$ cat config.mk
export PLATFORM = sky130hd
export DESIGN_NAME = spt_front_flat
export DESIGN_NICKNAME = d
export VERILOG_FILES = /design/src/rtl/spt_pkg.sv /design/src/rtl/spt_if.sv /design/src/rtl/spt_front.sv /design/src/flat_wrapper.sv
export SDC_FILE = /design/constraint.sdc
export NUM_CORES = 2
export LEC_CHECK = 0
export BUFFER_PORTS_ARGS = -buffer_cell sky130_fd_sc_hd__buf_2
export CORE_MARGIN = 3
export CORE_UTILIZATION = 40
export CTS_CLUSTER_DIAMETER = 60
export DETAILED_ROUTE_END_ITERATION = 7
export GPL_ROUTABILITY_DRIVEN = 1
export MAX_ROUTING_LAYER = met4
export SLEW_MARGIN = 20
export SYNTH_ARGS = -nofsm -noshare
export SYNTH_HDL_FRONTEND = slang
export SYNTH_SLANG_ARGS = --single-unit
$ cat constraint.sdc
create_clock -name clk_i -period 11 [get_ports clk_i]
set_clock_uncertainty 0.1 [all_clocks]
set_input_delay 0 -clock clk_i [delete_from_list [all_inputs] [get_ports clk_i]]
set_output_delay 0 -clock clk_i [all_outputs]
set_load 0.02 [all_outputs]
$ cat src/rtl/spt_pkg.sv
// ----------------------------------------------------------------------------
// spt_pkg
// Shared widths, reset values, register indexes and stage types of the
// spectrum two-peak detector.
// ----------------------------------------------------------------------------
`default_nettype none

package spt_pkg;

  localparam int unsigned FFT_POINTS     = 1024;
  localparam int unsigned BINS_PER_FRAME = FFT_POINTS / 2;
  localparam int unsigned BIN_W          = $clog2(BINS_PER_FRAME);

  localparam int unsigned SAMPLE_W   = 32;
  localparam int unsigned MAG_W      = 32;
  localparam int unsigned SQ_W       = 64;
  localparam int unsigned POWER_W    = 63;
  localparam int unsigned FREQ_W     = 25;
  localparam int unsigned HZ_W       = 16;
  localparam int unsigned WIN_W      = 10;
  localparam int unsigned THR_W      = 40;
  localparam int unsigned COUNT_W    = 2;
  localparam int unsigned CFG_IDX_W  = 3;
  localparam int unsigned CFG_DATA_W = 40;

  localparam int unsigned FMUL_W = (BIN_W + HZ_W > FREQ_W) ? BIN_W + HZ_W : FREQ_W;
  localparam int unsigned WCMP_W = (BIN_W > WIN_W) ? BIN_W : WIN_W;

  localparam logic [POWER_W-1:0] POWER_MAX = '1;
  localparam logic [FREQ_W-1:0]  FREQ_MAX  = '1;

  localparam logic [WIN_W-1:0]  WINDOW_LOW_RST  = WIN_W'(5);
  localparam logic [WIN_W-1:0]  WINDOW_HIGH_RST = WIN_W'(100);
  localparam logic [HZ_W-1:0]   HZ_PER_BIN_RST  = HZ_W'(16);
  localparam logic [FREQ_W-1:0] BAND_ONE_LO_RST = FREQ_W'(400);
  localparam logic [FREQ_W-1:0] BAND_ONE_HI_RST = FREQ_W'(500);
  localparam logic [FREQ_W-1:0] BAND_TWO_LO_RST = FREQ_W'(1150);
  localparam logic [FREQ_W-1:0] BAND_TWO_HI_RST = FREQ_W'(1500);
  localparam logic [THR_W-1:0]  STRONG_THR_RST  = THR_W'(64'd429496730);

  typedef enum logic [CFG_IDX_W-1:0] {
    CFG_WINDOW_LOW  = 3'd0,
    CFG_WINDOW_HIGH = 3'd1,
    CFG_HZ_PER_BIN  = 3'd2,
    CFG_BAND_ONE_LO = 3'd3,
    CFG_BAND_ONE_HI = 3'd4,
    CFG_BAND_TWO_LO = 3'd5,
    CFG_BAND_TWO_HI = 3'd6,
    CFG_STRONG_THR  = 3'd7
  } cfg_idx_e;

  typedef struct packed {
    logic [WIN_W-1:0]  window_low;
    logic [WIN_W-1:0]  window_high;
    logic [HZ_W-1:0]   hz_per_bin;
    logic [FREQ_W-1:0] band_one_low;
    logic [FREQ_W-1:0] band_one_high;
    logic [FREQ_W-1:0] band_two_low;
    logic [FREQ_W-1:0] band_two_high;
    logic [THR_W-1:0]  strong_threshold;
  } cfg_t;

  typedef struct packed {
    logic [SQ_W-1:0]   re_sq;
    logic [SQ_W-1:0]   im_sq;
    logic [FREQ_W-1:0] freq;
    logic              in_window;
    logic              last;
  } prod_t;

  typedef struct packed {
    logic [POWER_W-1:0] best_power;
    logic [FREQ_W-1:0]  best_freq;
    logic [POWER_W-1:0] runner_power;
    logic [FREQ_W-1:0]  runner_freq;
  } peaks_t;

endpackage

`default_nettype wire

$ cat src/rtl/spt_if.sv
// ----------------------------------------------------------------------------
// spt_if
// Channel interfaces of the spectrum two-peak detector: bins in, peak
// reports out, register writes.
// ----------------------------------------------------------------------------
`default_nettype none

interface spt_bin_if;
  logic                                valid;
  logic                                ready;
  logic signed [spt_pkg::SAMPLE_W-1:0] bin_real;
  logic signed [spt_pkg::SAMPLE_W-1:0] bin_imag;
  logic                                frame_end;

  modport source (output valid, output bin_real, output bin_imag, output frame_end,
                  input ready);
  modport sink (input valid, input bin_real, input bin_imag, input frame_end,
                output ready);
endinterface


`default_nettype wire

$ cat src/rtl/spt_front.sv
// ----------------------------------------------------------------------------
// spt_front
// Input register with bin numbering and magnitudes, then the square,
// frequency and window stage.
// ----------------------------------------------------------------------------
`default_nettype none

module spt_front (
  input  wire logic      clk_i,
  input  wire logic      rst_ni,
  spt_bin_if.sink        bin_i,
  input  spt_pkg::cfg_t  cfg_i,
  output logic           prod_valid_o,
  output spt_pkg::prod_t prod_o,
  input  wire logic      prod_ready_i
);

  logic [spt_pkg::BIN_W-1:0] bin_cnt_q;
  logic [spt_pkg::BIN_W-1:0] bin_cnt_d;
  logic                      valid0_q;
  logic [spt_pkg::MAG_W-1:0] re_mag_q;
  logic [spt_pkg::MAG_W-1:0] im_mag_q;
  logic [spt_pkg::BIN_W-1:0] bin_q;
  logic                      last_q;
  logic                      valid1_q;
  spt_pkg::prod_t            prod_q;
  spt_pkg::prod_t            prod_d;

  logic                         accept;
  logic                         move0;
  logic                         ready0;
  logic [spt_pkg::MAG_W-1:0]    re_raw;
  logic [spt_pkg::MAG_W-1:0]    im_raw;
  logic [spt_pkg::MAG_W-1:0]    re_mag;
  logic [spt_pkg::MAG_W-1:0]    im_mag;
  logic [spt_pkg::FMUL_W-1:0]   freq_full;

  assign ready0      = !valid1_q || prod_ready_i;
  assign move0       = valid0_q && ready0;
  assign bin_i.ready = !valid0_q || ready0;
  assign accept      = bin_i.valid && bin_i.ready;

  assign re_raw = bin_i.bin_real;
  assign im_raw = bin_i.bin_imag;
  assign re_mag = re_raw[spt_pkg::MAG_W-1] ? (~re_raw + spt_pkg::MAG_W'(1)) : re_raw;
  assign im_mag = im_raw[spt_pkg::MAG_W-1] ? (~im_raw + spt_pkg::MAG_W'(1)) : im_raw;

  always_comb begin
    bin_cnt_d = bin_cnt_q;
    if (accept) begin
      if (bin_i.frame_end || bin_cnt_q == spt_pkg::BIN_W'(spt_pkg::BINS_PER_FRAME - 1)) begin
        bin_cnt_d = '0;
      end else begin
        bin_cnt_d = bin_cnt_q + spt_pkg::BIN_W'(1);
      end
    end
  end

  assign freq_full = spt_pkg::FMUL_W'(bin_q) * spt_pkg::FMUL_W'(cfg_i.hz_per_bin);

  always_comb begin
    prod_d.re_sq     = {{(spt_pkg::SQ_W-spt_pkg::MAG_W){1'b0}}, re_mag_q}
                     * {{(spt_pkg::SQ_W-spt_pkg::MAG_W){1'b0}}, re_mag_q};
    prod_d.im_sq     = {{(spt_pkg::SQ_W-spt_pkg::MAG_W){1'b0}}, im_mag_q}
                     * {{(spt_pkg::SQ_W-spt_pkg::MAG_W){1'b0}}, im_mag_q};
    prod_d.freq      = (freq_full > spt_pkg::FMUL_W'(spt_pkg::FREQ_MAX))
                     ? spt_pkg::FREQ_MAX : freq_full[spt_pkg::FREQ_W-1:0];
    prod_d.in_window = (spt_pkg::WCMP_W'(bin_q) > spt_pkg::WCMP_W'(cfg_i.window_low))
                    && (spt_pkg::WCMP_W'(bin_q) < spt_pkg::WCMP_W'(cfg_i.window_high));
    prod_d.last      = last_q;
  end

  always_ff @(posedge clk_i or negedge rst_ni) begin
    if (!rst_ni) begin
      bin_cnt_q <= '0;
      valid0_q  <= 1'b0;
      valid1_q  <= 1'b0;
    end else begin
      bin_cnt_q <= bin_cnt_d;
      if (bin_i.ready) begin
        valid0_q <= bin_i.valid;
      end
      if (ready0) begin
        valid1_q <= valid0_q;
      end
    end
  end

  always_ff @(posedge clk_i) begin
    if (accept) begin
      re_mag_q <= re_mag;
      im_mag_q <= (bin_cnt_q == '0) ? '0 : im_mag;
      bin_q    <= bin_cnt_q;
      last_q   <= bin_i.frame_end;
    end
    if (move0) begin
      prod_q <= prod_d;
    end
  end

  assign prod_valid_o = valid1_q;
  assign prod_o       = prod_q;

  a_cnt_clear_on_end: assert property (@(posedge clk_i) disable iff (!rst_ni)
    (accept && bin_i.frame_end) |=> (bin_cnt_q == '0))
    else $error("bin counter not cleared after frame end");

endmodule

`default_nettype wire

$ cat src/flat_wrapper.sv
// flat-port wrapper written by rule: the top's interface ports become plain ports
module spt_front_flat 
  (clk_i, rst_ni, cfg_i, prod_valid_o, prod_o, prod_ready_i, bin_i_valid, bin_i_bin_real, bin_i_bin_imag, bin_i_frame_end, bin_i_ready);
  spt_bin_if bin_i_i ();
  input  wire logic clk_i;
  input  wire logic rst_ni;
  input  spt_pkg::cfg_t cfg_i;
  output logic prod_valid_o;
  output spt_pkg::prod_t prod_o;
  input  wire logic prod_ready_i;
  input wire logic [$bits(bin_i_i.valid)-1:0] bin_i_valid;
  input wire logic [$bits(bin_i_i.bin_real)-1:0] bin_i_bin_real;
  input wire logic [$bits(bin_i_i.bin_imag)-1:0] bin_i_bin_imag;
  input wire logic [$bits(bin_i_i.frame_end)-1:0] bin_i_frame_end;
  output wire logic [$bits(bin_i_i.ready)-1:0] bin_i_ready;
  assign bin_i_i.valid = bin_i_valid;
  assign bin_i_i.bin_real = bin_i_bin_real;
  assign bin_i_i.bin_imag = bin_i_bin_imag;
  assign bin_i_i.frame_end = bin_i_frame_end;
  assign bin_i_ready = bin_i_i.ready;
  spt_front u_core (.clk_i(clk_i), .rst_ni(rst_ni), .bin_i(bin_i_i), .cfg_i(cfg_i), .prod_valid_o(prod_valid_o), .prod_o(prod_o), .prod_ready_i(prod_ready_i));
endmodule
# == Word-level counts from Yosys, hierarchy flattened ==
# Index checks and enable logic that the tools add are counted.
# classes
addsub,3
multipliers,3
order_cmp,3
eq_ne,1
n_mux,3
n_bitwise,3
reduce_logical,10
# ops
op,n
32-bit by 32-bit multiplier with 64-bit output,2
"32-bit by 1-bit adder with 32-bit output, second input constant",2
32-bit inverter,2
31-bit two-way mux,2
"25-bit greater-than comparator, second input constant",1
9-bit by 16-bit multiplier with 25-bit output,1
9-bit by 10-bit greater-than comparator with 1-bit output,1
9-bit by 10-bit less-than comparator with 1-bit output,1
"9-bit by 1-bit adder with 9-bit output, second input constant",1
"9-bit equality test, second input constant",1
9-bit zero test,1
9-bit two-way mux,1
1-bit logical AND,3
1-bit logical OR,3
1-bit zero test,2
2-bit OR reduction,1
1-bit inverter,1
# totals
reg_bits,240
inputBits,245
out_inout_bits,157
word_cells,40

# == Logic depth before layout (Yosys ltp) ==
# depth
depth_word,4
ltp_mapped,31
ltp_nobuf,31

# == Worst setup path after synthesis ==
# No wires, ideal clock.
# synth_timing
path_type,flip-flop to flip-flop
startpoint,register u_core.re_mag_q[2] in the netlist's numbering
endpoint,"register u_core.prod_q, in the netlist u_core.prod_o[147] (data pin)"
arrival_ps,7497
setup_slack_ps,3141
path_stages_with_launch,30
n_path_buf,3
period_less_slack_ps,7859
path_cell_list,edfxtp_1 > clkbuf_1 > clkbuf_1 > nand2_1 > fa_1 > inv_1 > fa_1 > inv_1 > fa_1 > fa_1 > inv_1 > fa_1 > inv_1 > fa_1 > inv_1 > fa_1 > fa_1 > ha_1 > clkbuf_1 > a21oi_1 > o21ai_0 > o2bb2ai_1 > a211oi_1 > a21oi_1 > a21oi_2 > o21ai_0 > or4_1 > a31oi_1 > o21bai_1 > xor2_1
# synth_rtl
item,line,text
"start, declared",spt_front.sv:21,logic [spt_pkg::MAG_W-1:0] re_mag_q;
"start signal, assigned",spt_front.sv:91,re_mag_q <= re_mag;
"end signal, assigned",spt_front.sv:97,prod_q <= prod_d;
"end, declared",spt_front.sv:26,spt_pkg::prod_t prod_q;

==> metrics.cfg <==
[synthesis]
yosys-top-cells-count = 2066 x inv_1, 1682 x fa_1, 693 x nand2_1, 666 x ha_1, 500 x and2_1
synth.largest_area_cell = fa_1
synth_seq_cells = 238
synth.most_common_cell = inv_1
yosys_warnings = 0
yosysTopAreaCellShare_pct = 46.8
ys_seq_area_share_pct = 9.86
syn_inst = 7383
synth-main-ff-cell = edfxtp_1
synth_cell_types = 76
synth-edff-count = 227
async_reset_ff_share_pct = 4.62
synth.area.top_cells = fa_1 47%, ha_1 12%, inv_1 11%
syn_area_per_cell_sq_um = 9.75
synth_area_sq_um = 72000

[sta]
maxSlewViolCount = 0
hold_violations = 0
fmax_mhz = 97.8
finalSetupViolations = 0
worst_slack_ps = 778
grt_setup_unrepaired = no
tightest_slew_ps = 1170
fin_crit_sh_pct = 92.9
fin_crit_ps = 10220
relSlewSlack_pct = 22.2
final.setup.tns_ps = 0

[status]
status = completed

[place]
gp_congestion = 0.907
port_buffers = 259
pre_cts_slack_ps = 810
placed_area_sq_um = 75900
hpwl_um = 157000

[route]
drt_wl_total_um = 190000
drc = 0
vias_per_cell = 4.94
wl_per_cell_um = 18.9
vias = 49500
drtAntennaViolNets = 0
drt-initial-drc-count = 2663
drtPass1Iterations = 5

[cts]
cts_made_buffers = 40
tritoncts = done
h-tree-depth = 2
clock-sinks = 238
clock_path_buffers = 3
insertion_delay_ps = 640
path_clk_slew_ps = 50
cts_root_buffer = clkbuf_16
post_cts_buffers = 0

[setup_path]
startpoint_type = flop
cp.required_ps = 11260
slowest_stage = a21boi_0
criticalPathCategory = reg2reg
critPathMaxStageDelay_ps = 710
crit_fanout = 23
crit_top_cell = fa_1
worstPathArrival_ps = 10490
crit_chain = buf_4 > inv_1 > nor2_1 > fa_1 > fa_1 > fa_1 > inv_1 > fa_1 > inv_1 > fa_1 > fa_1 > fa_1 > fa_1 > ha_1 > nand4_1 > nor3_1 > nand4_1 > a21boi_0 > o21ai_0 > a21oi_1 > nand4_1 > o21ai_0 > a21oi_1 > xnor2_1
setup.worst_path.end_class = flop
critPathBufInv = 4
cpLargestDelayFamily = adder cells

[global_route]
grt_pass1_wl_um = 311000
overflow = 0
grtUsageTotal_pct = 22.0
grt_max_degree = 75
antenna_found_initial = 20
grt_pass1_vias = 56100

[floorplan]
num_rows = 155
start_util_pct = 40.3
core_region_area_sq_um = 179000
die_h_um = 430
ios = 402
die_w_um = 430
die_area_sq_um = 185000

[finish]
final_net_count = 10200
final_layout_size_suffix_gt1_share_pct = 6.13
syn_to_final_growth_pct = 9.07
fin_area_sq_um = 78500

[worst_hold_path]
min_path_type = in2reg

[flow_run]
maxCapViolations = 0

## tightest hold or removal path, delay by kind of cell
family	cells	cell delay, ps
compound gates	1	190
xor+xnor	1	80
simple gates	1	90
buf+inv	1	290
## kinds of logic after synthesis
group,share of synthesized area [%]
buffers and inverters,12.2
adder cells (fa/ha/maj),58.4
multiplexers,0.115
AO/OA/AOI/OAI,5.10
flip-flops,9.86
other,0.00521
XOR/XNOR,3.46
AND/OR/NAND/NOR,10.9
## layout by cell type (no fill, tap or decap), drive strengths merged, types with 113 or more instances in the layout
master and instances:
ha 666, o21ai 113, and2 500, xor2 128
fa 1682, nand2 695, dlygate4sd3 127, buf 349
inv 2081, xnor2 156, edfxtp 227, a21oi 170
nor2 170
## through the flow
stage | util [%] | instances | hold slack (ps)
floorplan | - | 7384 | -396
global placement | 42.5 | 9817 | -198
detailed placement | 42.5 | 9818 | -191
CTS | 43.9 | 10000 | 3.02
global route | 43.9 | 10000 | 48.8
finish | 43.9 | 10000 | 54.4
## area by class of cell
class	instances	area [sq um]
fill	17200	100000
sequential	238	7090
multi-input combinational	4807	56100
clock inverter	27	260
antenna	10	25.0
tap	2355	2950
timing repair buffer	476	3280
clock buffer	43	1030
inverter	2070	7770
## final timing paths
path	end	slack [ps]	cells past startpoint	startpoint
setup / recovery	u_core.prod_o[90]$_DFFE_PP_	780	24	u_core.im_mag_q[15]$_SDFFCE_PP0P_
min in group asynchronous	u_core.prod_valid_o$_DFFE_PN0P_	360	3	rst_ni
hold reg to reg	u_core.prod_o[0]$_DFFE_PP_	320	0	u_core.last_q$_DFFE_PP_
max in group asynchronous	u_core.bin_cnt_q[1]$_DFFE_PN0P_	10040	3	rst_ni
setup reg to reg	u_core.prod_o[90]$_DFFE_PP_	780	24	u_core.im_mag_q[15]$_SDFFCE_PP0P_
hold / removal	u_core.im_mag_q[17]$_SDFFCE_PP0P_	50	4	bin_i_bin_imag[31]
## timing repair
item | in CTS | in global routing
setup endpoints to repair | 0 | 0
resized for setup | 0 | 0
hold endpoints to repair | 97 | 0
hold buffers | 127 | 0
## flip-flops by register name (all words and copies together) (netlist names)
register	flops
u_core.bin_cnt_q	9
u_core.bin_q	9
u_core.im_mag_q	32
u_core.last_q	1
u_core.prod_o	153
u_core.prod_valid_o	1
u_core.re_mag_q	32
u_core.valid0_q	1
## per-layer routing
layer / part of all wire [%] / up-vias / global-route usage [%]
met2: 50 / 1257 / 37.5
met5: 0 / - / -
met1: 42 / 25600 / 28.0
met3: 4.9 / 296 / 2.57
li1: - / 22400 / -
met4: 2.9 / 0 / 5.76
Power is left out: the tool's default activity adds up to more than one toggle a clock period on the data nets, which glitch-free logic cannot reach.
