==> src/rtl/spt_pkg.sv <==
// ----------------------------------------------------------------------------
// spt_pkg
// Shared widths, reset values, register indexes and stage types of the
// spectrum two-peak detector.
// ----------------------------------------------------------------------------
`default_nettype none

package spt_pkg;

  localparam int unsigned FFT_POINTS     = 1024;
  localparam int unsigned BINS_PER_FRAME = FFT_POINTS / 2;
  localparam int unsigned BIN_W          = $clog2(BINS_PER_FRAME);

  localparam int unsigned SAMPLE_W   = 32;
  localparam int unsigned MAG_W      = 32;
  localparam int unsigned SQ_W       = 64;
  localparam int unsigned POWER_W    = 63;
  localparam int unsigned FREQ_W     = 25;
  localparam int unsigned HZ_W       = 16;
  localparam int unsigned WIN_W      = 10;
  localparam int unsigned THR_W      = 40;
  localparam int unsigned COUNT_W    = 2;
  localparam int unsigned CFG_IDX_W  = 3;
  localparam int unsigned CFG_DATA_W = 40;

  localparam int unsigned FMUL_W = (BIN_W + HZ_W > FREQ_W) ? BIN_W + HZ_W : FREQ_W;
  localparam int unsigned WCMP_W = (BIN_W > WIN_W) ? BIN_W : WIN_W;

  localparam logic [POWER_W-1:0] POWER_MAX = '1;
  localparam logic [FREQ_W-1:0]  FREQ_MAX  = '1;

  localparam logic [WIN_W-1:0]  WINDOW_LOW_RST  = WIN_W'(5);
  localparam logic [WIN_W-1:0]  WINDOW_HIGH_RST = WIN_W'(100);
  localparam logic [HZ_W-1:0]   HZ_PER_BIN_RST  = HZ_W'(16);
  localparam logic [FREQ_W-1:0] BAND_ONE_LO_RST = FREQ_W'(400);
  localparam logic [FREQ_W-1:0] BAND_ONE_HI_RST = FREQ_W'(500);
  localparam logic [FREQ_W-1:0] BAND_TWO_LO_RST = FREQ_W'(1150);
  localparam logic [FREQ_W-1:0] BAND_TWO_HI_RST = FREQ_W'(1500);
  localparam logic [THR_W-1:0]  STRONG_THR_RST  = THR_W'(64'd429496730);

  typedef enum logic [CFG_IDX_W-1:0] {
    CFG_WINDOW_LOW  = 3'd0,
    CFG_WINDOW_HIGH = 3'd1,
    CFG_HZ_PER_BIN  = 3'd2,
    CFG_BAND_ONE_LO = 3'd3,
    CFG_BAND_ONE_HI = 3'd4,
    CFG_BAND_TWO_LO = 3'd5,
    CFG_BAND_TWO_HI = 3'd6,
    CFG_STRONG_THR  = 3'd7
  } cfg_idx_e;

  typedef struct packed {
    logic [WIN_W-1:0]  window_low;
    logic [WIN_W-1:0]  window_high;
    logic [HZ_W-1:0]   hz_per_bin;
    logic [FREQ_W-1:0] band_one_low;
    logic [FREQ_W-1:0] band_one_high;
    logic [FREQ_W-1:0] band_two_low;
    logic [FREQ_W-1:0] band_two_high;
    logic [THR_W-1:0]  strong_threshold;
  } cfg_t;

  typedef struct packed {
    logic [SQ_W-1:0]   re_sq;
    logic [SQ_W-1:0]   im_sq;
    logic [FREQ_W-1:0] freq;
    logic              in_window;
    logic              last;
  } prod_t;

  typedef struct packed {
    logic [POWER_W-1:0] best_power;
    logic [FREQ_W-1:0]  best_freq;
    logic [POWER_W-1:0] runner_power;
    logic [FREQ_W-1:0]  runner_freq;
  } peaks_t;

endpackage

`default_nettype wire

==> src/rtl/spt_if.sv <==
// ----------------------------------------------------------------------------
// spt_if
// Channel interfaces of the spectrum two-peak detector: bins in, peak
// reports out, register writes.
// ----------------------------------------------------------------------------
`default_nettype none


interface spt_peak_if;
  logic                         valid;
  logic                         ready;
  logic [spt_pkg::FREQ_W-1:0]   first_freq;
  logic [spt_pkg::POWER_W-1:0]  first_power;
  logic [spt_pkg::FREQ_W-1:0]   second_freq;
  logic [spt_pkg::POWER_W-1:0]  second_power;
  logic                         bands_match;
  logic [spt_pkg::COUNT_W-1:0]  strong_count;

  modport source (output valid, output first_freq, output first_power,
                  output second_freq, output second_power, output bands_match,
                  output strong_count, input ready);
  modport sink (input valid, input first_freq, input first_power,
                input second_freq, input second_power, input bands_match,
                input strong_count, output ready);
endinterface


`default_nettype wire

==> src/rtl/spt_report.sv <==
// ----------------------------------------------------------------------------
// spt_report
// Band check and strength count on the frame snapshot, result register.
// ----------------------------------------------------------------------------
`default_nettype none

module spt_report (
  input  wire logic       clk_i,
  input  wire logic       rst_ni,
  input  spt_pkg::cfg_t   cfg_i,
  input  wire logic       snap_valid_i,
  input  spt_pkg::peaks_t snap_i,
  output logic            snap_ready_o,
  spt_peak_if.source      peak_o
);

  logic                          valid3_q;
  logic [spt_pkg::FREQ_W-1:0]    first_freq_q;
  logic [spt_pkg::POWER_W-1:0]   first_power_q;
  logic [spt_pkg::FREQ_W-1:0]    second_freq_q;
  logic [spt_pkg::POWER_W-1:0]   second_power_q;
  logic                          bands_match_q;
  logic [spt_pkg::COUNT_W-1:0]   strong_count_q;

  logic                          take;
  logic                          band_one_ok;
  logic                          band_two_ok;
  logic                          first_strong;
  logic                          second_strong;
  logic [spt_pkg::POWER_W-1:0]   thr;

  assign snap_ready_o = !valid3_q || peak_o.ready;
  assign take         = snap_valid_i && snap_ready_o;

  assign thr           = spt_pkg::POWER_W'(cfg_i.strong_threshold);
  assign band_one_ok   = (snap_i.best_freq > cfg_i.band_one_low)
                      && (snap_i.best_freq < cfg_i.band_one_high);
  assign band_two_ok   = (snap_i.runner_freq > cfg_i.band_two_low)
                      && (snap_i.runner_freq < cfg_i.band_two_high);
  assign first_strong  = snap_i.best_power > thr;
  assign second_strong = snap_i.runner_power > thr;

  always_ff @(posedge clk_i or negedge rst_ni) begin
    if (!rst_ni) begin
      valid3_q <= 1'b0;
    end else if (snap_ready_o) begin
      valid3_q <= snap_valid_i;
    end
  end

  always_ff @(posedge clk_i) begin
    if (take) begin
      first_freq_q   <= snap_i.best_freq;
      first_power_q  <= snap_i.best_power;
      second_freq_q  <= snap_i.runner_freq;
      second_power_q <= snap_i.runner_power;
      bands_match_q  <= band_one_ok && band_two_ok;
      strong_count_q <= {1'b0, first_strong} + {1'b0, second_strong};
    end
  end

  assign peak_o.valid        = valid3_q;
  assign peak_o.first_freq   = first_freq_q;
  assign peak_o.first_power  = first_power_q;
  assign peak_o.second_freq  = second_freq_q;
  assign peak_o.second_power = second_power_q;
  assign peak_o.bands_match  = bands_match_q;
  assign peak_o.strong_count = strong_count_q;

endmodule

`default_nettype wire

==> src/flat_wrapper.sv <==
// flat-port wrapper written by rule: the top's interface ports become plain ports
module spt_report_flat 
  (clk_i, rst_ni, cfg_i, snap_valid_i, snap_i, snap_ready_o, peak_o_valid, peak_o_first_freq, peak_o_first_power, peak_o_second_freq, peak_o_second_power, peak_o_bands_match, peak_o_strong_count, peak_o_ready);
  spt_peak_if peak_o_i ();
  input  wire logic clk_i;
  input  wire logic rst_ni;
  input  spt_pkg::cfg_t cfg_i;
  input  wire logic snap_valid_i;
  input  spt_pkg::peaks_t snap_i;
  output logic snap_ready_o;
  output wire logic [$bits(peak_o_i.valid)-1:0] peak_o_valid;
  output wire logic [$bits(peak_o_i.first_freq)-1:0] peak_o_first_freq;
  output wire logic [$bits(peak_o_i.first_power)-1:0] peak_o_first_power;
  output wire logic [$bits(peak_o_i.second_freq)-1:0] peak_o_second_freq;
  output wire logic [$bits(peak_o_i.second_power)-1:0] peak_o_second_power;
  output wire logic [$bits(peak_o_i.bands_match)-1:0] peak_o_bands_match;
  output wire logic [$bits(peak_o_i.strong_count)-1:0] peak_o_strong_count;
  input wire logic [$bits(peak_o_i.ready)-1:0] peak_o_ready;
  assign peak_o_valid = peak_o_i.valid;
  assign peak_o_first_freq = peak_o_i.first_freq;
  assign peak_o_first_power = peak_o_i.first_power;
  assign peak_o_second_freq = peak_o_i.second_freq;
  assign peak_o_second_power = peak_o_i.second_power;
  assign peak_o_bands_match = peak_o_i.bands_match;
  assign peak_o_strong_count = peak_o_i.strong_count;
  assign peak_o_i.ready = peak_o_ready;
  spt_report u_core (.clk_i(clk_i), .rst_ni(rst_ni), .cfg_i(cfg_i), .snap_valid_i(snap_valid_i), .snap_i(snap_i), .snap_ready_o(snap_ready_o), .peak_o(peak_o_i));
endmodule
==> config.mk <==
export PLATFORM = sky130hd
export DESIGN_NAME = spt_report_flat
export DESIGN_NICKNAME = d
export VERILOG_FILES = /design/src/rtl/spt_pkg.sv /design/src/rtl/spt_if.sv /design/src/rtl/spt_report.sv /design/src/flat_wrapper.sv
export SDC_FILE = /design/constraint.sdc
export NUM_CORES = 1
export LEC_CHECK = 0
export ABC_CLOCK_PERIOD_IN_PS = 11200
export BUFFER_PORTS_ARGS = -buffer_cell sky130_fd_sc_hd__clkbuf_2
export CAP_MARGIN = 20
export CORE_AREA = 2 2 210 212
export CTS_CLUSTER_DIAMETER = 80
export DETAILED_ROUTE_END_ITERATION = 12
export DIE_AREA = 0 0 212 214
export HOLD_SLACK_MARGIN = 0.1
export PLACE_DENSITY_LB_ADDON = 0.1
export SYNTH_ARGS = -nofsm -noshare
export SYNTH_HDL_FRONTEND = slang
export SYNTH_SLANG_ARGS = --single-unit
==> constraint.sdc <==
create_clock -name clk_i -period 11.2 [get_ports clk_i]
set_input_delay 0.56 -clock clk_i [delete_from_list [all_inputs] [get_ports clk_i]]
set_output_delay 0.56 -clock clk_i [all_outputs]
set_load 0.01 [all_outputs]
Word-level counts from Yosys, hierarchy flattened

Cells that the tools add are included.

Register bits: 180
Input port bits: 356
Output and inout bits: 181
Word-level logic and storage cells: 20

$add $sub $neg: 1
Magnitude comparators: 6
Reductions and logical operators: 6

Operators with widths:

| cell                | number |
|---|---|
| $gt A63 B40 Y1      | 2 |
| $gt A25 B25 Y1      | 2 |
| $lt A25 B25 Y1      | 2 |
| $logic_and A1 B1 Y1 | 4 |
| $add A1 B1 Y2       | 1 |
| $logic_not A1 Y1    | 1 |
| $logic_or A1 B1 Y1  | 1 |

Longest topological paths before layout

Word-level depth: 3
Gate-level depth with buffers: 9

Worst setup path after synthesis

No wires, ideal clock.

Path type: in2reg
Start: input peak_o_ready
End: register u_core.bands_match_q, in the netlist u_core.peak_o.bands_match, enable pin
Setup time: 0.561 ns
Arrival: 4.867 ns
Setup slack: 5.771 ns
Cell stages on the path: 2
Buffers on the path: 0
Cell sequence: nand2b_1 -> and2_1

Word-level cells in the longest chain between the ends: 2

RTL lines:

| what                  | line               | RTL |
|---|---|---|
| start, declared       | flat_wrapper.sv:18 | `input wire logic [$bits(peak_o_i.ready)-1:0] peak_o_ready;` |
| $logic_or A1 B1 Y1    | spt_report.sv:32   | `assign snap_ready_o = !valid3_q \|\| peak_o.ready;` |
| $logic_and A1 B1 Y1   | spt_report.sv:33   | `assign take = snap_valid_i && snap_ready_o;` |
| named net u_core.take | spt_report.sv:25   | `logic take;` |
| end signal, assigned  | spt_report.sv:57   | `bands_match_q <= band_one_ok && band_two_ok;` |
| end, declared         | spt_report.sv:22   | `logic bands_match_q;` |

The timed path passes the listed nets, and every way through them passes these cells.
A chain may end at the register's enable or synchronous reset.

Worst setup path after layout

Start: input cfg_i[29] in the netlist's numbering
End: register u_core.strong_count_q (netlist bit u_core.peak_o.strong_count[0]) (data pin)

Word-level cells in the longest chain between the ends: 2

RTL lines:

| what                              | line                               | RTL |
|---|---|---|
| start, declared                   | flat_wrapper.sv:7                  | `input spt_pkg::cfg_t cfg_i;` |
| $gt A63 B40 Y1 (on tied branches) | spt_report.sv:40, spt_report.sv:41 |  |
| $add A1 B1 Y2 (*)                 | spt_report.sv:58                   | `strong_count_q <= {1'b0, first_strong} + {1'b0, second_strong};` |
| end signal, assigned              | spt_report.sv:58                   |  |
| end, declared                     | spt_report.sv:23                   | `logic [spt_pkg::COUNT_W-1:0] strong_count_q;` |

Every way passes the cells marked *; elsewhere a longest branch is shown, timed or not.

==> results by group <==
Final layout
  • Multi-input gate area: ~3900 sq um
  • Synth-to-Final Area Change: 39.3%
  • NumNets Final: 1855
  • Commonest non-fill, non-tap cells in the layout: clkbuf_2, ha_1, edfxtp_1
  • Sequential cell area: roughly 5400 sq um
  • Layout fillers: around 4600
  • Fraction of layout cells with a size suffix above 1: 40.7%
  • Commonest non-fill, non-tap cell in the layout: clkbuf_2
  • Finished Core Util: about 32%

Floorplanning
  • Die height: 214 um
  • Die W: ~210 um
  • Initial Util: about 23%
  • Num ports: 537
  • Core ar.: 42900 sq um
  • Row count: 76
  • Die area: around 45000 sq um

Drt
  • 1st-iter DRT viols: ~400
  • Highest routed layer: met5
  • DRT antenna net count: 0
  • Routed len/inst: approximately 19 um
  • Met2 WL: roughly 17000 um
  • M1 wire length: about 14000 um
  • Via-per-instance ratio: 4.18
  • Vias post-DR: ~8000
  • Met3 WL: around 4300 um
  • Drt drc: 0
  • Routed wire length: between 30000 and 40000 um
  • DR pass1 iterations: 4

Critical path
  • R2r setup slk: between 8 and 9 ns
  • Worst setup path class: input pin to register
  • Worst reg2reg path startpoint: u_core.peak_o.valid$_DFFE_PN0N_
  • R2R cell count: 3
  • Worst Setup End Kind: register
  • R2R Path End: u_core.peak_o.first_power[42]$_DFFE_PP_
  • Arr. time, crit path: 2.88 ns
  • WP data required: 11.43 ns
  • Crit Path Max Fanout: 3
  • CP startpoint kind: input pin

Clock network
  • # H-tree levels: 4
  • Root buf cell: clkbuf_16
  • # Post-CTS Setup Buffers: 0
  • Clock Latency Late Sink: between 0.4 and 0.5 ns
  • # clock sinks: 180
  • Num CTS Buffers: 17
  • Worst-path clk slew: approximately 0.07 ns
  • CTS tree: built
  • Clock buffer depth: 2

Global route
  • Antenna violations before repair: 6
  • Global route overflow: 0
  • Largest net degree at the start of global routing: slightly below 70
  • Total track usage: between 15 and 20%
  • Vias in the first global route: between 8000 and 9000
  • First-pass GRT wire length: approximately 52000 um

Logic synthesis
  • Netlist Area Pre-Place: around 10000 sq um
  • Post-synthesis cell count: around 800
  • Netlist cell types: slightly below 50
  • Syn nets: about 1300
  • Sequential fraction of the synthesis area: a little over half
  • EDFF count, synth: between 150 and 200
  • Ys Warns: 0
  • Top FF cell, synth: edfxtp_1
  • Syn avg cell area: between 10 and 15 sq um
  • Async SR Flop Fraction: less than 1%
  • Synthesized flop and latch total: 180

Timing
  • Fin crit period: 2.65 ns
  • Final Hold Fails: 0
  • WHS: between 0.2 and 0.3 ns
  • Relative slew slack: 34.1%
  • RSZ-0062 raised after global routing: no
  • TNS Setup: 0 ns
  • Period utilisation layout: approximately a quarter
  • Fmax: between 300 and 400 MHz
  • Fin. max-slew vios: 0
  • Worst-Margin Slew: 0.988 ns
  • Finish-stage setup viols: 0
  • Clock skew: about 0.012 ns
  • Fin worst setup slack: approximately 8.6 ns

Run
  • Maxcap violations: 0

Hold path
  • WHS Path Cells: 1
  • WHS Endpoint: u_core.peak_o.first_power[41]$_DFFE_PP_
  • HP Start: snap_i[154]
  • Hold Crit Class: input pin to register

Placed design
  • Final GP Congestion: 0.808
  • HPWL after DPL: slightly above 30000 um
  • Dpl ws: between 8 and 9 ns
  • Number of port buffers: 500

Run status
  • Run status: finished clean

Pwr
  • Max VDD drop: roughly 0.091 mV
  • Leakage power: between 6 and 7 nW
  • Power density cells: 127 nW/um^2
  • Tot Pwr: roughly 1.7 mW
-- metal layers --
metal / GRT usage (%) / up-vias
li1: - / 4009
met1: 17.0 / 3649
met2: 26.3 / 329
met3: 8.55 / 36
met4: 4.98 / 8
met5: 0 / -
-- critical path, stage by stage --
cell and delay, ns:
clkbuf_2 0.07, inv_1 0.05, ha_1 0.32, nand4_1 0.21
nor4_2 0.40, nand2_1 0.19, or4_1 0.53, a31o_1 0.24
ha_1 0.30
-- registers in the layout (all words and copies together) (netlist names) --
register and cells:
u_core.peak_o.second_power 63, u_core.peak_o.strong_count 2, u_core.peak_o.second_freq 25, u_core.peak_o.bands_match 1
u_core.peak_o.first_freq 25, u_core.peak_o.valid 1, u_core.peak_o.first_power 63
-- area by class of cell --
type,instances,area share (%)
clock buffers,18,3.12
well taps,585,5.31
flip-flops and latches,180,39.2
repair buffers,503,18.4
inverters,144,3.92
clock inverters,14,1.39
multi-input cells,474,28.7
diodes,2,0.0363
-- power breakdown --
| part | switching [mW] | internal, mW |
|---|---|---|
| Combinational | 0.169 | 0.126 |
| Sequential | 0.00906 | 0.785 |
| Clock | 0.300 | 0.358 |
| Total | 0.478 | 1.27 |
-- cell families after synthesis --
logic type | synth area share, %
AO/OA/AOI/OAI | 9.06
adder cells (fa/ha/maj) | 22.7
buffers and inverters | 5.47
flip-flops | 54.6
AND/OR/NAND/NOR | 8.18
-- through the flow --
stage	std cells	area [sq um]
3_3_place_gp	1885	13100
3_5_place_dp	1885	13100
2_1_floorplan	798	9880
6_report	1920	13800
4_1_cts	1918	13800
5_1_grt	1918	13800
-- Yosys cell counts, types with 2 or more instances --
cell	instances	area share (%)
nor4_2	2	0.25
or4_1	3	0.23
a21oi_1	65	3.3
o211ai_1	2	0.15
o31a_1	2	0.18
edfxtp_1	179	54
and4_1	6	0.53
o21ai_1	5	0.25
a21o_1	14	1.1
nor2_1	15	0.57
o31ai_1	3	0.23
a21boi_0	2	0.15
o21ai_0	21	1.1
nand2_1	47	1.8
a31o_1	2	0.18
nand4_1	25	1.6
and3_1	3	0.19
inv_1	144	5.5
nor4_1	12	0.76
nand2b_1	4	0.25
nor2b_1	4	0.25
nor3_1	6	0.30
ha_1	179	23
a211oi_1	6	0.46
a221oi_1	4	0.35
nand3_1	16	0.81
and2_1	3	0.19
a221o_1	3	0.30
-- timing repair --
item / CTS / global route
setup endpoints to repair: 0 / 0
resized for setup: 0 / 0
endpoints found under the hold margin: 1 / 0
hold buffers: 1 / 0
-- worst max-delay path by stage --
stage	slack [ns]	startpoint	to
after floorplan	5.77	peak_o_ready	u_core.peak_o.bands_match$_DFFE_PP_
after global placement	8.12	cfg_i[29]	u_core.peak_o.strong_count[0]$_DFFE_PP_
after detailed placement	8.06	cfg_i[29]	u_core.peak_o.strong_count[0]$_DFFE_PP_
after CTS	8.55	u_core.peak_o.valid$_DFFE_PN0N_	u_core.peak_o.first_power[42]$_DFFE_PP_
after global routing	8.41	u_core.peak_o.valid$_DFFE_PN0N_	u_core.peak_o.first_power[52]$_DFFE_PP_
final	8.55	cfg_i[29]	u_core.peak_o.strong_count[0]$_DFFE_PP_
Power figures use the tool's default switching activity.
