## src/rtl/spt_pkg.sv

```systemverilog
// ----------------------------------------------------------------------------
// spt_pkg
// Shared widths, reset values, register indexes and stage types of the
// spectrum two-peak detector.
// ----------------------------------------------------------------------------
`default_nettype none

package spt_pkg;

  localparam int unsigned FFT_POINTS     = 1024;
  localparam int unsigned BINS_PER_FRAME = FFT_POINTS / 2;
  localparam int unsigned BIN_W          = $clog2(BINS_PER_FRAME);

  localparam int unsigned SAMPLE_W   = 32;
  localparam int unsigned MAG_W      = 32;
  localparam int unsigned SQ_W       = 64;
  localparam int unsigned POWER_W    = 63;
  localparam int unsigned FREQ_W     = 25;
  localparam int unsigned HZ_W       = 16;
  localparam int unsigned WIN_W      = 10;
  localparam int unsigned THR_W      = 40;
  localparam int unsigned COUNT_W    = 2;
  localparam int unsigned CFG_IDX_W  = 3;
  localparam int unsigned CFG_DATA_W = 40;

  localparam int unsigned FMUL_W = (BIN_W + HZ_W > FREQ_W) ? BIN_W + HZ_W : FREQ_W;
  localparam int unsigned WCMP_W = (BIN_W > WIN_W) ? BIN_W : WIN_W;

  localparam logic [POWER_W-1:0] POWER_MAX = '1;
  localparam logic [FREQ_W-1:0]  FREQ_MAX  = '1;

  localparam logic [WIN_W-1:0]  WINDOW_LOW_RST  = WIN_W'(5);
  localparam logic [WIN_W-1:0]  WINDOW_HIGH_RST = WIN_W'(100);
  localparam logic [HZ_W-1:0]   HZ_PER_BIN_RST  = HZ_W'(16);
  localparam logic [FREQ_W-1:0] BAND_ONE_LO_RST = FREQ_W'(400);
  localparam logic [FREQ_W-1:0] BAND_ONE_HI_RST = FREQ_W'(500);
  localparam logic [FREQ_W-1:0] BAND_TWO_LO_RST = FREQ_W'(1150);
  localparam logic [FREQ_W-1:0] BAND_TWO_HI_RST = FREQ_W'(1500);
  localparam logic [THR_W-1:0]  STRONG_THR_RST  = THR_W'(64'd429496730);

  typedef enum logic [CFG_IDX_W-1:0] {
    CFG_WINDOW_LOW  = 3'd0,
    CFG_WINDOW_HIGH = 3'd1,
    CFG_HZ_PER_BIN  = 3'd2,
    CFG_BAND_ONE_LO = 3'd3,
    CFG_BAND_ONE_HI = 3'd4,
    CFG_BAND_TWO_LO = 3'd5,
    CFG_BAND_TWO_HI = 3'd6,
    CFG_STRONG_THR  = 3'd7
  } cfg_idx_e;

  typedef struct packed {
    logic [WIN_W-1:0]  window_low;
    logic [WIN_W-1:0]  window_high;
    logic [HZ_W-1:0]   hz_per_bin;
    logic [FREQ_W-1:0] band_one_low;
    logic [FREQ_W-1:0] band_one_high;
    logic [FREQ_W-1:0] band_two_low;
    logic [FREQ_W-1:0] band_two_high;
    logic [THR_W-1:0]  strong_threshold;
  } cfg_t;

  typedef struct packed {
    logic [SQ_W-1:0]   re_sq;
    logic [SQ_W-1:0]   im_sq;
    logic [FREQ_W-1:0] freq;
    logic              in_window;
    logic              last;
  } prod_t;

  typedef struct packed {
    logic [POWER_W-1:0] best_power;
    logic [FREQ_W-1:0]  best_freq;
    logic [POWER_W-1:0] runner_power;
    logic [FREQ_W-1:0]  runner_freq;
  } peaks_t;

endpackage

`default_nettype wire

```

## src/rtl/spt_tracker.sv

```systemverilog
// ----------------------------------------------------------------------------
// spt_tracker
// Power sum with saturation, top-two peak tracker and the end-of-frame
// snapshot register.
// ----------------------------------------------------------------------------
`default_nettype none

module spt_tracker (
  input  wire logic       clk_i,
  input  wire logic       rst_ni,
  input  wire logic       prod_valid_i,
  input  spt_pkg::prod_t  prod_i,
  output logic            prod_ready_o,
  output logic            snap_valid_o,
  output spt_pkg::peaks_t snap_o,
  input  wire logic       snap_ready_i
);

  spt_pkg::peaks_t peaks_q;
  spt_pkg::peaks_t peaks_d;
  spt_pkg::peaks_t upd;
  spt_pkg::peaks_t snap_q;
  logic            valid2_q;

  logic                       ready2;
  logic                       fire1;
  logic [spt_pkg::SQ_W-1:0]   sum;
  logic [spt_pkg::POWER_W-1:0] power;

  assign ready2       = !valid2_q || snap_ready_i;
  assign prod_ready_o = !prod_i.last || ready2;
  assign fire1        = prod_valid_i && prod_ready_o;

  assign sum   = prod_i.re_sq + prod_i.im_sq;
  assign power = sum[spt_pkg::SQ_W-1] ? spt_pkg::POWER_MAX : sum[spt_pkg::POWER_W-1:0];

  always_comb begin
    upd = peaks_q;
    if (prod_i.in_window) begin
      if (power > peaks_q.best_power) begin
        upd.runner_power = peaks_q.best_power;
        upd.runner_freq  = peaks_q.best_freq;
        upd.best_power   = power;
        upd.best_freq    = prod_i.freq;
      end else if (power > peaks_q.runner_power) begin
        upd.runner_power = power;
        upd.runner_freq  = prod_i.freq;
      end
    end
  end

  always_comb begin
    peaks_d = peaks_q;
    if (fire1) begin
      peaks_d = prod_i.last ? '0 : upd;
    end
  end

  always_ff @(posedge clk_i or negedge rst_ni) begin
    if (!rst_ni) begin
      peaks_q  <= '0;
      valid2_q <= 1'b0;
    end else begin
      peaks_q <= peaks_d;
      if (fire1 && prod_i.last) begin
        valid2_q <= 1'b1;
      end else if (snap_ready_i) begin
        valid2_q <= 1'b0;
      end
    end
  end

  always_ff @(posedge clk_i) begin
    if (fire1 && prod_i.last) begin
      snap_q <= upd;
    end
  end

  assign snap_valid_o = valid2_q;
  assign snap_o       = snap_q;

  a_runner_le_best: assert property (@(posedge clk_i) disable iff (!rst_ni)
    peaks_q.runner_power <= peaks_q.best_power)
    else $error("runner-up power above best power");

  a_clear_after_end: assert property (@(posedge clk_i) disable iff (!rst_ni)
    (fire1 && prod_i.last) |=> (peaks_q == '0 && valid2_q))
    else $error("tracker not cleared or snapshot missing after frame end");

endmodule

`default_nettype wire

```

## config.mk

```make
export PLATFORM = sky130hd
export DESIGN_NAME = spt_tracker
export DESIGN_NICKNAME = d
export VERILOG_FILES = /design/src/rtl/spt_pkg.sv /design/src/rtl/spt_tracker.sv
export SDC_FILE = /design/constraint.sdc
export NUM_CORES = 1
export LEC_CHECK = 0
export ABC_AREA = 1
export CORE_MARGIN = 1
export CORE_UTILIZATION = 35
export DETAILED_ROUTE_END_ITERATION = 10
export DONT_BUFFER_PORTS = 1
export GPL_TIMING_DRIVEN = 0
export SLEW_MARGIN = 20
export SYNTH_ARGS = -nofsm -noshare
export SYNTH_HDL_FRONTEND = slang
export SYNTH_SLANG_ARGS = --single-unit
export TNS_END_PERCENT = 5
```

## constraint.sdc

```tcl
create_clock -name clk_i -period 4.6 [get_ports clk_i]
set_input_delay 0.23 -clock clk_i [delete_from_list [all_inputs] [get_ports clk_i]]
set_output_delay 0.23 -clock clk_i [all_outputs]
set_load 0.05 [all_outputs]
```

* After elaboration in Yosys (flattened, before gate mapping) *
Index checks and enable logic that the tools add are counted.

word-level totals
  bits in registers = 353
  bits of input ports = 159
  output and inout bits = 178
  logic and storage cells = 27

operators by class
  add/subtract/negate cells = 1
  $lt $le $gt $ge = 2
  muxes and demuxes = 8
  reductions and logical operators = 7

operators with widths
  kind               count
  $mux 176           2
  $mux 88            3
  $gt 63x63->1       2
  $add 64x64->64     1
  $mux 63            1
  $logic_and 1x1->1  2
  $logic_not 1->1    2
  $logic_or 1x1->1   2
  $mux 1             2
  $reduce_bool 2->1  1

* Logic depth before layout (Yosys ltp) *
Gate-level depths: netlist of run 1.

  depth after elaboration = 7
  gate-level depth with buffers = 38
  depth with buffers taken out = 36

* Worst setup path before layout of run 1 *
OpenSTA, ideal clock, no wires.

  path kind = register to register
  start = reg valid2_q (netlist: snap_valid_o)
  end = reg snap_q (netlist bit snap_o[0]), enable pin
  setup time = 0.528 ns
  data arrival time = 5.341 ns
  required time = 4.072 ns
  path slack = -1.269 ns
  cell stages (with the launch flop) = 7
  path buffers = 1
  clock period less this slack = 5.869 ns
  path through = dfrtp_1 > nand3_1 > nand2_1 > clkinv_1 > clkbuf_1 > nand2_1 > inv_1

between the ends
  cells in the longest elaborated chain, start to end = 5

ends and longest elaborated chain
  item                    RTL line           RTL
  from (decl)             spt_tracker.sv:23  logic valid2_q;
  from (signal assigned)  spt_tracker.sv:62  valid2_q <= 1'b0;
  from (signal assigned)  spt_tracker.sv:66  valid2_q <= 1'b1;
  from (signal assigned)  spt_tracker.sv:68  valid2_q <= 1'b0;
  $logic_not 1->1         spt_tracker.sv:30  assign ready2 = !valid2_q || snap_ready_i;
  $logic_or 1x1->1        spt_tracker.sv:30
  $logic_or 1x1->1        spt_tracker.sv:31  assign prod_ready_o = !prod_i.last || ready2;
  named net prod_ready_o  spt_tracker.sv:13  output logic prod_ready_o,
  $logic_and 1x1->1       spt_tracker.sv:32  assign fire1 = prod_valid_i && prod_ready_o;
  $logic_and 1x1->1       spt_tracker.sv:74  if (fire1 && prod_i.last) begin
  to (signal assigned)    spt_tracker.sv:75  snap_q <= upd;
  to (decl)               spt_tracker.sv:22  spt_pkg::peaks_t snap_q;

The timed path passes the listed nets, and every way through them passes these cells.
A chain may end at the register's enable or synchronous reset.

==> impl_metrics.ini, run 1 <==
[setup_path]
start_kind = primary input
critical_path_arrival_ns = 4.64
end_kind = flop
reg2regPathDepth = 9
critical_path_class = primary input to flop
crit_path_max_fanout = 10
crit_required_ns = 4.91

[sta]
whs_ns = 0.0119
worst_pin_slew_ns = 1.05
post-route-period-util_pct = 94.0
slew_viol_final = 0
fmax_ghz = 0.231
maxSlewHeadroom_pct = 29.9
setup_ws_ns = 0.274
clock_skew_ns = 0.0404
setup_violations = 0
hold_viol_final = 0
period_minus_slack_ns = 4.33
rsz0062_at_grt = false

[route]
totalWireLength_microns = 91300
vias = 24500
viasPerCell = 4.72
drt_first_pass_iters = 8
wl_per_cell_microns = 17.6
drt_iter0_drc = 1946
drc = 0
antenna_left = 0

[die]
initial_core_util_pct = 35.4
rows = 102
core_sq_mm = 0.0775
io_pins = 337
fp.dieW_microns = 282
dieArea_sq_mm = 0.0795
die_h_microns = 282

[pwr]
vdd_drop_max_mv = 0.260
p_leak_nw = 16.8
p_per_area_mw_per_mm2 = 446

[layout]
final_cell_mix = nand2_1 (1745), inv_1 (736), ha_1 (189)
n_fill_cell = 8156
area_growth_syn_to_layout_pct = 12.4
multi_input_area_sq_mm = 0.0141
nets = 4454
register_area_sq_mm = 0.00972
fin_cells = 5180
drive_gt1_share_pct = 8.94
final_common_cell = nand2_1

[logic_synthesis]
syn-num-nets = 4365
synth_cell_type_count = 44
seq_area_frac_synth_pct = 35.4
synth_cells = 4016
syn_area_per_cell_sq_um = 6.83
syn_area_sq_mm = 0.0274
ys_ff_latch = 353
yosys_warnings = 0

[global_routing]
grt_overflow = 0
grt_pass1_wl_microns = 137000
grt_pass1_vias = 22900
grt_max_degree = 178
globalRouteTotalUtil_pct = 22.8
antenna_found_initial = 1

[place]
pre_cts_ws_ns = -1.17
dp.cells = 5062
gp_congestion = 0.963
dpl.hpwl_microns = 71700
portBuffers = 0

[cts]
clock_latency_ns = 0.60
cts_tree = done
cts_buffer_depth = 3
cts_made_buffers = 42
htree_levels = 2
cts-root-buf = clkbuf_16
cts.sinks = 353
cts.clk_slew.worst_paths_ns = 0.07

[hold_path]
holdPathStages = 4
hold_class = primary input to flop

[run]
maxCapViolCount = 0

[run_status]
status = finished clean
repair_timing:
action / CTS / global route
resized for setup: 14 / 58
buffers inserted: 5 / 5
hold buffers: 29 / 0
hold endpoints to repair: 260 / 0
pin swaps: 2 / 2
setup endpoints to repair: 285 / 352
logic make-up after synthesis:
family / Yosys count / share of synthesized area [%]
xor+xnor: 32 / 1.02
flops: 353 / 35.4
fa+ha+maj: 190 / 8.69
compound gates: 317 / 6.73
buf+inv: 869 / 13.5
simple gates: 2255 / 34.6
worst paths after layout:
kind	start	end	slack [ns]
worst max-delay path	prod_i[78]	snap_o[14]	0.27
worst min-delay path	prod_i[8]	snap_o[6]	0.01
worst max register to register	snap_valid_o	snap_o[163]	0.68
worst min register to register	peaks_q[3]	peaks_q[3]	0.50
max in group asynchronous	rst_ni	snap_valid_o	3.40
min in group asynchronous	rst_ni	peaks_q[23]	0.40
sequential cells by signal (all words and copies together) (netlist names):
register	count
snap_o	176
snap_valid_o	1
peaks_q	176
critical path, stage by stage:
cell      delay [ns]
ha_1            0.46
nand2_1         0.14
inv_1           0.10
nand2_1         0.12
nor2_2          0.21
inv_1           0.11
nor4_4          0.16
nand2_2         0.10
nand2_2         0.09
nand2_4         0.07
nand2_8         0.13
buf_12          0.19
nand2_4         0.10
ha_1            0.32
nand4_1         0.17
nor2_1          0.23
nand2_1         0.15
nor4_1          0.29
nand3_1         0.19
nand2_4         0.24
inv_4           0.11
buf_6           0.17
clkbuf_4        0.20
nand2_1         0.10
nand3_1         0.06
nand2_1         0.06
nand2_1         0.09
synth_stat cells (all sizes together):
master | number | area [sq um]
fa | 1 | 20.0
ha | 189 | 2360
clkinv | 2 | 7.51
clkbuf | 67 | 443
and3 | 2 | 12.5
xor2 | 4 | 35.0
nand3b | 2 | 15.0
nand2 | 1858 | 7570
xnor2 | 28 | 245
a21o | 5 | 37.5
o21bai | 2 | 15.0
nor2 | 144 | 556
o21a | 6 | 45.0
nand4 | 22 | 144
nor3 | 21 | 110
nand3 | 190 | 961
and2 | 5 | 31.3
buf | 53 | 420
nor3b | 2 | 15.0
dfrtp | 177 | 4430
nor4 | 9 | 86.3
a21oi | 102 | 510
edfxtp | 176 | 5290
inv | 742 | 2790
o22ai | 26 | 163
dlygate4sd3 | 5 | 50.1
o21ai | 176 | 1080
layout make-up:
| class | instances | share of cell area, % |
|---|---|---|
| Antenna cell | 1 | 0.00812 |
| Buffer | 125 | 3.09 |
| Clock buffer | 56 | 3.78 |
| Clock inverter | 22 | 0.763 |
| Inverter | 744 | 9.08 |
| Multi-Input combinational cell | 2794 | 45.9 |
| Sequential cell | 353 | 31.5 |
| Tap cell | 1040 | 4.22 |
| Timing Repair Buffer | 45 | 1.70 |
layer usage:
layer  global-route usage (%)  up-vias  share of wire (%)
met5                        0        -                  0
met4                     8.49        0                3.6
met3                     4.24      139                7.0
met2                     36.5      721                 45
met1                     30.3    11100                 44
li1                         -    12500                  -
metrics by stage:
step	cell area [sq um]	util (%)	power, mW	TNS, ns
5_1_grt	30800	39.8	14.7	0
3_3_place_gp	28800	37.1	10.1	-700.19
6_report	30800	39.8	13.8	0
3_5_place_dp	28900	37.3	10.2	-278.91
2_1_floorplan	27400	-	8.63	0
4_1_cts	30700	39.6	13.8	0
power by group:
part / leakage, nW / total (mW) / internal (mW) / switching (mW)
registers: 4.04 / 4.90 / 3.97 / 0.929
logic: 12.1 / 5.42 / 1.79 / 3.62
clock network: 0.676 / 3.43 / 1.98 / 1.46
total: 16.8 / 13.8 / 7.74 / 6.01
Power figures use the tool's default switching activity.
==> inputs of run 2 (changes only) <==
Settings changed: CORE_ASPECT_RATIO set to 0.75.
Clock period 4.6 ns to 5.1 ns, I/O delays scaled along.
==> impl_metrics.ini, run 2 (synthesized netlist as in run 1, its figures left out) <==
[sta]
period_minus_slack_ns = 4.79
rsz0062_at_grt = false
slew_viol_final = 0
clock_skew_ns = 0.0218
fmax_ghz = 0.209
maxSlewHeadroom_pct = 22.0
setup_violations = 0
hold_viol_final = 0
post-route-period-util_pct = 93.8
whs_ns = 0.0221
worst_pin_slew_ns = 1.17

[die]
rows = 88
initial_core_util_pct = 35.5
io_pins = 337
fp.dieW_microns = 325
core_sq_mm = 0.0772
dieArea_sq_mm = 0.0795
die_h_microns = 244

[global_routing]
grt_pass1_vias = 22400
grt_max_degree = 178
globalRouteTotalUtil_pct = 22.6
antenna_found_initial = 2
grt_pass1_wl_microns = 138000
grt_overflow = 0

[layout]
final_util_pct = 39.3
area_growth_syn_to_layout_pct = 10.7
diodes = 0
finalInstanceArea_sq_mm = 0.0304
multi_input_area_sq_mm = 0.0141
final_common_cell = nand2_1
final_cell_mix = nand2_1 (1748), inv_1 (736), ha_1 (189)
drive_gt1_share_pct = 7.80
n_fill_cell = 8125
fin_cells = 5150
nets = 4438
register_area_sq_mm = 0.00971

[setup_path]
cpPeakStageDelay_ns = 0.65
crit_required_ns = 5.51
start_kind = primary input
critical_path_arrival_ns = 5.20
critical_path_class = primary input to flop
end_kind = flop
cpMostUsedCell = nand2_1
cpMaxStageDelayCell = nor3_1
crit_path_max_fanout = 10

[cts]
cts.sinks = 353
cts_tree = done
cts_buffer_depth = 3
htree_levels = 2
cts-root-buf = clkbuf_16
clock_latency_ns = 0.55
cts_made_buffers = 36
cts.clk_slew.worst_paths_ns = 0.06

[pwr]
switching_share_pct = 44.3
seqPwrFrac_pct = 36.9
internal-power_mw = 6.66
p_sw_mw = 5.30
clkPwrFrac_pct = 22.6
p_leak_nw = 16.6
p_per_area_mw_per_mm2 = 394
combPwrFrac_pct = 40.5
vdd_drop_max_mv = 0.255

[route]
vias = 24500
antenna_left = 0
wl_per_cell_microns = 17.8
drt_iter0_drc = 2120
totalWireLength_microns = 91600
drt_first_pass_iters = 6
drc = 0
viasPerCell = 4.75

[run_status]
status = finished clean

[run]
maxCapViolCount = 0

[place]
post_dp_cell_area_sq_mm = 0.0288
dpl.hpwl_microns = 71900
dp.cells = 5056
gp_congestion = 0.972
portBuffers = 0

[hold_path]
hold_class = primary input to flop
==> run 2: changes by cell type in the layout (fill, tap and decap cells not counted), sizes merged <==
| cell | before | now |
|---|---|---|
| clkinvlp | 5 | 6 |
| diode | 1 | 0 |
| dlygate4sd3 | 33 | 28 |
| clkinv | 14 | 11 |
| inv | 744 | 741 |
| buf | 67 | 64 |
| clkbuf | 126 | 115 |
==> run 2: power groups by stage <==
stage / Sequential [mW] / Combinational (mW) / Clock (mW)
global route: 4.46 / 5.48 / 2.85
CTS: 4.41 / 4.81 / 2.74
detailed placement: 4.46 / 4.73 / 0
finish: 4.41 / 4.85 / 2.70
floorplan: 4.35 / 3.43 / 0
global placement: 4.47 / 4.65 / 0
==> run 2: through the flow <==
step	setup slack, ns	setup TNS, ns	power, mW
final	0.314	0	12.0
after global routing	0.0105	0	12.8
after CTS	0.0112	0	12.0
after floorplan	0.175	0	7.78
after detailed placement	-0.824	-157.87	9.19
after global placement	-2.91	-663.42	9.13
==> run 2: layer usage <==
| metal | vias to the layer above | part of all wire, % | track usage [%] |
|---|---|---|---|
| met5 | - | 0 | 0 |
| met4 | 0 | 2.2 | 4.97 |
| met3 | 99 | 8.3 | 4.94 |
| met2 | 743 | 43 | 34.0 |
| met1 | 11200 | 47 | 32.8 |
| li1 | 12500 | - | - |
==> run 2: worst max-delay path: cells and delay by family <==
family                   cells  cell delay, ns
AO/OA/AOI/OAI                2            0.29
buffers and inverters        6            0.97
adder cells (fa/ha/maj)      2            0.74
AND/OR/NAND/NOR             15            2.94
==> run 2: path summary, 6_finish.rpt <==
check / from / to / slack [ns] / cells past startpoint
min in group asynchronous: rst_ni / peaks_q[46] / 0.22 / 2
worst min-delay path: prod_i[3] / snap_o[1] / 0.02 / 4
worst min register to register: peaks_q[1] / peaks_q[1] / 0.51 / 2
worst max-delay path: prod_i[77] / peaks_q[168] / 0.31 / 25
max in group asynchronous: rst_ni / peaks_q[4] / 3.86 / 3
worst max register to register: snap_valid_o / snap_o[50] / 0.40 / 8
==> run 2: repair_timing <==
action                                  CTS  global route
endpoints found under the setup margin  112           325
gates resized for setup                   3            17
buffers inserted                          0             5
gates cloned                              0             0
hold buffers                             24             0
hold endpoints to repair                212             0
pin swaps                                 0             1
==> run 2: layout make-up <==
type,instances,share of cell area (%)
multi-input cells,2794,46.3
flip-flops and latches,353,32.0
inverters,744,9.22
well taps,1035,4.26
clock buffers,47,3.21
plain buffers,125,3.03
repair buffers,35,1.43
clock inverters,17,0.573
